<file path="config.mk">
export PLATFORM = sky130hd
export DESIGN_NAME = length_prefixed_frame_parser
export DESIGN_NICKNAME = d
export VERILOG_FILES = /design/src/rtl/core/lfp_pkg.sv /design/src/rtl/core/lfp_parse.sv /design/src/rtl/core/length_prefixed_frame_parser.sv
export SDC_FILE = /design/constraint.sdc
export NUM_CORES = 1
export LEC_CHECK = 0
export BUFFER_PORTS_ARGS = -buffer_cell sky130_fd_sc_hd__buf_2
export CAP_MARGIN = 20
export CORE_ASPECT_RATIO = 1.2
export CORE_MARGIN = 5
export CORE_UTILIZATION = 60
export DETAILED_ROUTE_END_ITERATION = 6
export PLACE_DENSITY = 0.8
export SLEW_MARGIN = 20
export SYNTH_ARGS = -nofsm -noshare
export SYNTH_HDL_FRONTEND = slang
export SYNTH_SLANG_ARGS = --single-unit
</file>
<file path="constraint.sdc">
create_clock -name clk -period 11.6 [get_ports clk]
set_input_delay 0.58 -clock clk [delete_from_list [all_inputs] [get_ports clk]]
set_output_delay 0.58 -clock clk [all_outputs]
set_load 0.01 [all_outputs]
</file>
<file path="src/rtl/core/lfp_pkg.sv">
// Shared types and constants for the length-prefixed frame parser.
`timescale 1ns / 1ps

package lfp_pkg;

  localparam int unsigned HEADER_BYTES = 10;
  localparam int unsigned ID_POS = 2;
  localparam int unsigned CORR_POS = 6;

  localparam int unsigned COUNT_W = $clog2(HEADER_BYTES + 1);
  localparam int unsigned MAX_W = 31;
  localparam int unsigned OFFSET_W = 31;
  localparam int unsigned LEN_W = 32;

  localparam logic [COUNT_W-1:0] COUNT_ID = COUNT_W'(ID_POS);
  localparam logic [COUNT_W-1:0] COUNT_CORR = COUNT_W'(CORR_POS);
  localparam logic [COUNT_W-1:0] COUNT_LAST = COUNT_W'(HEADER_BYTES - 1);
  localparam logic [COUNT_W-1:0] COUNT_PAYLOAD = COUNT_W'(HEADER_BYTES);

  localparam logic [MAX_W-1:0] MAX_PAYLOAD_RESET = MAX_W'(1024);

  localparam logic BYTE_HEADER = 1'b0;
  localparam logic BYTE_PAYLOAD = 1'b1;

  typedef struct packed {
    logic                    byte_kind;
    logic [7:0]              byte_value;
    logic [OFFSET_W-1:0]     payload_offset;
    logic                    header_done;
    logic [15:0]             message_id;
    logic signed [LEN_W-1:0] payload_length;
    logic signed [LEN_W-1:0] correlation_id;
    logic                    frame_last;
    logic                    length_error;
  } lfp_result_t;

endpackage

</file>
<file path="src/rtl/core/lfp_parse.sv">
// Header assembly, frame state and result formation for one stream byte.
`timescale 1ns / 1ps

module lfp_parse
  import lfp_pkg::*;
(
  input  logic              clk,
  input  logic              rst,
  input  logic              take,
  input  logic [7:0]        data_byte,
  input  logic              cfg_we,
  input  logic [MAX_W-1:0]  cfg_data,
  output lfp_result_t       result
);

  logic [COUNT_W-1:0]  header_count, header_count_next;
  logic [15:0]         id_reg, id_reg_next;
  logic [LEN_W-1:0]    length_reg, length_reg_next;
  logic [LEN_W-1:0]    correlation_reg, correlation_reg_next;
  logic [OFFSET_W-1:0] payload_count, payload_count_next;
  logic [MAX_W-1:0]    max_payload;

  logic [OFFSET_W-1:0] count_inc;
  logic [1:0]          lane;
  logic                err;

  always_comb begin
    header_count_next = header_count;
    id_reg_next = id_reg;
    length_reg_next = length_reg;
    correlation_reg_next = correlation_reg;
    payload_count_next = payload_count;
    count_inc = payload_count + OFFSET_W'(1);
    lane = 2'(header_count);
    err = 1'b0;
    result = '0;
    result.byte_value = data_byte;

    if (header_count < COUNT_PAYLOAD) begin
      result.byte_kind = BYTE_HEADER;
      if (header_count < COUNT_ID) begin
        id_reg_next[lane[0]*8 +: 8] = data_byte;
      end else if (header_count < COUNT_CORR) begin
        lane = 2'(header_count - COUNT_ID);
        length_reg_next[lane*8 +: 8] = data_byte;
      end else begin
        lane = 2'(header_count - COUNT_CORR);
        correlation_reg_next[lane*8 +: 8] = data_byte;
      end
      header_count_next = header_count + COUNT_W'(1);
      if (header_count == COUNT_LAST) begin
        err = length_reg_next[LEN_W-1] ||
              (length_reg_next > {{(LEN_W-MAX_W){1'b0}}, max_payload});
        result.header_done = 1'b1;
        result.message_id = id_reg_next;
        result.payload_length = length_reg_next;
        result.correlation_id = correlation_reg_next;
        result.length_error = err;
        payload_count_next = '0;
        if (err || length_reg_next == '0) begin
          result.frame_last = 1'b1;
          header_count_next = '0;
        end
      end
    end else begin
      result.byte_kind = BYTE_PAYLOAD;
      result.payload_offset = payload_count;
      payload_count_next = count_inc;
      if ({{(LEN_W-OFFSET_W){1'b0}}, count_inc} >= length_reg) begin
        result.frame_last = 1'b1;
        header_count_next = '0;
        payload_count_next = '0;
      end
    end
  end

  always_ff @(posedge clk) begin
    if (rst) begin
      header_count <= '0;
      id_reg <= '0;
      length_reg <= '0;
      correlation_reg <= '0;
      payload_count <= '0;
      max_payload <= MAX_PAYLOAD_RESET;
    end else begin
      if (cfg_we) begin
        max_payload <= cfg_data;
      end
      if (take) begin
        header_count <= header_count_next;
        id_reg <= id_reg_next;
        length_reg <= length_reg_next;
        correlation_reg <= correlation_reg_next;
        payload_count <= payload_count_next;
      end
    end
  end

endmodule

</file>
<file path="src/rtl/core/length_prefixed_frame_parser.sv">
// Top level of the length-prefixed frame parser with a two-entry output buffer.
//
//   channel  direction  handshake            payload
//   in       sink       in_valid / in_stall  data_byte
//   out      source     out_valid/out_stall  byte_kind .. length_error
//   cfg      sink       cfg_valid/cfg_ready  cfg_data (max_payload)
//
// One result per input byte; while in_stall is low a byte can be accepted
// every cycle, and its result is registered in the output or skid register.
// A skid register holds one result when out_stall is high, and in_stall is
// raised only while that skid register is full.
// Synchronous reset clears frame state, buffer valid bits and sets
// max_payload to 1024. Configuration requests are always accepted.
`timescale 1ns / 1ps

module length_prefixed_frame_parser
  import lfp_pkg::*;
(
  input  logic                    clk,
  input  logic                    rst,
  input  logic                    in_valid,
  output logic                    in_stall,
  input  logic [7:0]              data_byte,
  output logic                    out_valid,
  input  logic                    out_stall,
  output logic                    byte_kind,
  output logic [7:0]              byte_value,
  output logic [OFFSET_W-1:0]     payload_offset,
  output logic                    header_done,
  output logic [15:0]             message_id,
  output logic signed [LEN_W-1:0] payload_length,
  output logic signed [LEN_W-1:0] correlation_id,
  output logic                    frame_last,
  output logic                    length_error,
  input  logic                    cfg_valid,
  output logic                    cfg_ready,
  input  logic [MAX_W-1:0]        cfg_data
);

  lfp_result_t result, out_res, skid_res;
  logic        skid_valid;
  logic        in_take, out_take;

  assign cfg_ready = 1'b1;
  assign in_stall = skid_valid;
  assign in_take = in_valid && !in_stall;
  assign out_take = out_valid && !out_stall;

  lfp_parse u_parse (
    .clk       (clk),
    .rst       (rst),
    .take      (in_take),
    .data_byte (data_byte),
    .cfg_we    (cfg_valid && cfg_ready),
    .cfg_data  (cfg_data),
    .result    (result)
  );

  always_ff @(posedge clk) begin
    if (rst) begin
      out_valid <= 1'b0;
      skid_valid <= 1'b0;
    end else if (in_take) begin
      if (!out_valid || out_take) begin
        out_res <= result;
        out_valid <= 1'b1;
      end else begin
        skid_res <= result;
        skid_valid <= 1'b1;
      end
    end else if (out_take) begin
      out_res <= skid_res;
      out_valid <= skid_valid;
      skid_valid <= 1'b0;
    end
  end

  assign byte_kind = out_res.byte_kind;
  assign byte_value = out_res.byte_value;
  assign payload_offset = out_res.payload_offset;
  assign header_done = out_res.header_done;
  assign message_id = out_res.message_id;
  assign payload_length = out_res.payload_length;
  assign correlation_id = out_res.correlation_id;
  assign frame_last = out_res.frame_last;
  assign length_error = out_res.length_error;

  a_err_ends_header : assert property (@(posedge clk) disable iff (rst)
    out_valid && length_error |-> header_done && frame_last && byte_kind == BYTE_HEADER)
    else $error("length error outside a closing header byte");

  a_open_frame_length : assert property (@(posedge clk) disable iff (rst)
    out_valid && header_done && !frame_last |-> !length_error && payload_length > 0)
    else $error("frame left open with an invalid length");

  a_skid_fill : assert property (@(posedge clk) disable iff (rst)
    in_take && out_valid && out_stall |=> skid_valid && out_valid)
    else $error("stalled result not held in skid register");

  a_skid_needs_out : assert property (@(posedge clk) disable iff (rst)
    skid_valid |-> out_valid)
    else $error("skid register full while output register empty");

endmodule

</file>
==> results.yml <==
sta:
  tightest_slew_ns: 1.06
  fin_crit_ns: 5.05
  finalCritPeriodShare_pct: 43.5
  worst_slew_margin_rel_pct: 29.2
  report.final.slew_viol_count: 0
  finalHoldViolCount: 0
  worst_slack_ns: 6.55
  hold_slack_ns: 0.283
  tns_ns: 0
  fin_skew_ns: 0.0179
  fmax_ghz: 0.198
  rsz0062_at_grt: "no"
  finalSetupViolCount: 0
synth:
  ys_seq_area_share_pct: 56.7
  yosysTopAreaCellShare_pct: 40.4
  syn_area_sq_mm: 0.0183
  synthCells: 1756
  ys_warn_count: 0
  synth_most_common_cell: "edfxtp_1"
  ys.flop_type: "edfxtp_1"
  synth_area_leaders: "edfxtp_1, dfxtp_1, nor2_1, ha_1, nand2_1"
  ys_top_cells_by_count: "edfxtp_1, nor2_1, nand2_1, dfxtp_1, a21oi_1"
  synth.largest_area_cell: "edfxtp_1"
  synth-seq-cells: 394
  async_flop_share_pct: 0
  synth_cell_types: 62
  synth_fp_nets: 1868
  syn-mean-instance-area_sq_um: 10.4
  synth_edf_count: 246
floorplan:
  die_height_um: 201
  start_util_pct: 60.3
  die_w_um: 169
  core_area_sq_mm: 0.0303
  num_rows: 70
  num_io_pins: 170
  die-area_sq_mm: 0.0340
clock_tree:
  post_cts_resized: 0
  cts-root-buf: "clkbuf_16"
  tritoncts: "built"
  post_cts_buffers: 0
  insertion_delay_ns: 0.54
  clockBufferDepth: 3
  path_clk_slew_ns: 0.06
  htreeDepth: 2
  cts_hold_buf: 0
  cts_buffers: 39
  numClockSinks: 394
routing:
  drc: 0
  routedWlPerCell_um: 18.8
  num_vias: 13400
  drtAntennaViolNets: 0
  totalWireLength_mm: 43.2
  drt_iter0_drc: 1217
  via_per_inst: 5.83
  firstDrtPassIters: 6
final_layout:
  fill_cells: 2265
  largest_reg_flops: 123
  top_register: "skid_res"
  layout.nets: 1982
  layout.area.seq_sq_mm: 0.0103
  multiInputGateArea_sq_mm: 0.00713
  syn_to_final_growth_pct: 13.3
  antennaDiodeCount: 0
  final_cell_area_sq_mm: 0.0207
  layout-drive-gt1-share_pct: 16.7
pwr:
  leakage_nw: 8.10
  vdd_drop_max_mv: 0.119
  power_density_mw_per_mm2: 154
place:
  pre_cts_slack_ns: 6.70
  hpwl_mm: 29.6
  place_congestion: 0.907
  port_buffers: 168
  placed_area_sq_mm: 0.0193
min_path:
  worstHoldPathType: "in -> reg"
worst_setup_path:
  arrival_ns: 5.33
  cp-end-kind: "flop"
  worstSetupPathType: "reg -> reg"
  crit_required_ns: 11.88
  cp-start-kind: "flop"
  crit_fanout: 16
run:
  cap_violations: 0
global_route:
  grt_pass1_vias: 12600
  grt_pass1_wl_mm: 67.9
  grt_overflow_total: 0
  track_usage_pct: 24.7
  antenna_found_initial: 0
  grt_max_degree: 97
outcome:
  status: "finished, final reports clean"
## report_power, final
group          total (mW)  internal, mW  switching, mW  leakage (nW)
clock network        1.33         0.809          0.522         0.670
logic               0.299         0.104          0.195          3.93
registers            1.56          1.54         0.0277          3.50
total                3.19          2.45          0.745          8.10
## critical path, stage by stage (launching register included)
cell and delay [ns]:
dfxtp_1 0.63, inv_1 0.13, ha_1 0.42, nand2b_1 0.57
nor2_1 0.15, mux2i_1 0.34, inv_1 0.08, ha_1 0.32
a21oi_1 0.15, nand2_1 0.07, a221o_1 0.34, o311a_1 0.37
o21ai_0 0.67, a21o_1 0.19, o21ai_0 0.10, mux2_2 0.27
## layer usage
layer  up-vias  global-route usage (%)  share of wire, %
li1       6402                       -                 -
met1      6342                    34.0                42
met2       535                    40.2                47
met3       114                    3.64               7.0
met4         0                    8.43               3.3
met5         -                       0                 0
## layout by cell type (no fill, tap or decap), types with 4 or more instances in the layout
cell       count
or3_1         11
inv_1        104
clkbuf_8       7
nor4_1         5
edfxtp_1     246
xnor2_1       19
nor3_1        33
dfxtp_1      148
nand2b_1      10
or4_1          4
buf_4         15
a21o_1        10
and3_1         4
nand4_1       18
o31ai_1       63
a31oi_1       12
buf_2        167
nor2_1       237
and2_1        47
or2_2          7
a22oi_1       10
clkbuf_1       9
mux2i_1       63
ha_1          68
nand2_1      214
nor2b_1        8
a211oi_1      34
o21ai_0       16
o31a_1         9
clkbuf_16     43
clkinv_2       4
bufinv_16      4
xor2_1        10
a21oi_1      105
mux2_2        51
and4_1         4
nand3_1       31
o211ai_1       6
## logic make-up after synthesis
| logic type | share of synthesized area [%] |
|---|---|
| compound gates | 10.1 |
| flops | 56.7 |
| other cells | 0.0205 |
| xor+xnor | 1.48 |
| mux | 6.67 |
| fa+ha+maj | 4.66 |
| buf+inv | 4.58 |
| simple gates | 15.8 |
## path summary, 6_finish.rpt
path | depth (start not counted) | slack, ns | from | end
setup / recovery | 15 | 6.55 | u_parse.header_count[1] | frame_last
hold / removal | 3 | 0.28 | cfg_data[19] | u_parse.max_payload[19]
setup reg to reg | 15 | 6.55 | u_parse.header_count[1] | frame_last
hold reg to reg | 2 | 0.45 | u_parse.payload_count[25] | u_parse.payload_count[25]
## metrics by stage
step | instances | power [mW] | utilization [%]
detailed placement | 2225 | 1.89 | 63.7
floorplan | 1756 | 1.79 | -
CTS | 2296 | 3.21 | 68.3
finish | 2296 | 3.19 | 68.3
global route | 2296 | 3.30 | 68.3
global placement | 2225 | 1.88 | 63.7
## layout make-up
cell class / count / share of cell area (%)
inverters: 104 / 1.89
clock inverters: 12 / 0.792
flip-flops and latches: 394 / 50.0
clock buffers: 59 / 5.83
repair buffers: 183 / 4.64
multi-input cells: 1148 / 34.4
well taps: 396 / 2.39
Note: power is estimated with default switching activity, not from simulation.
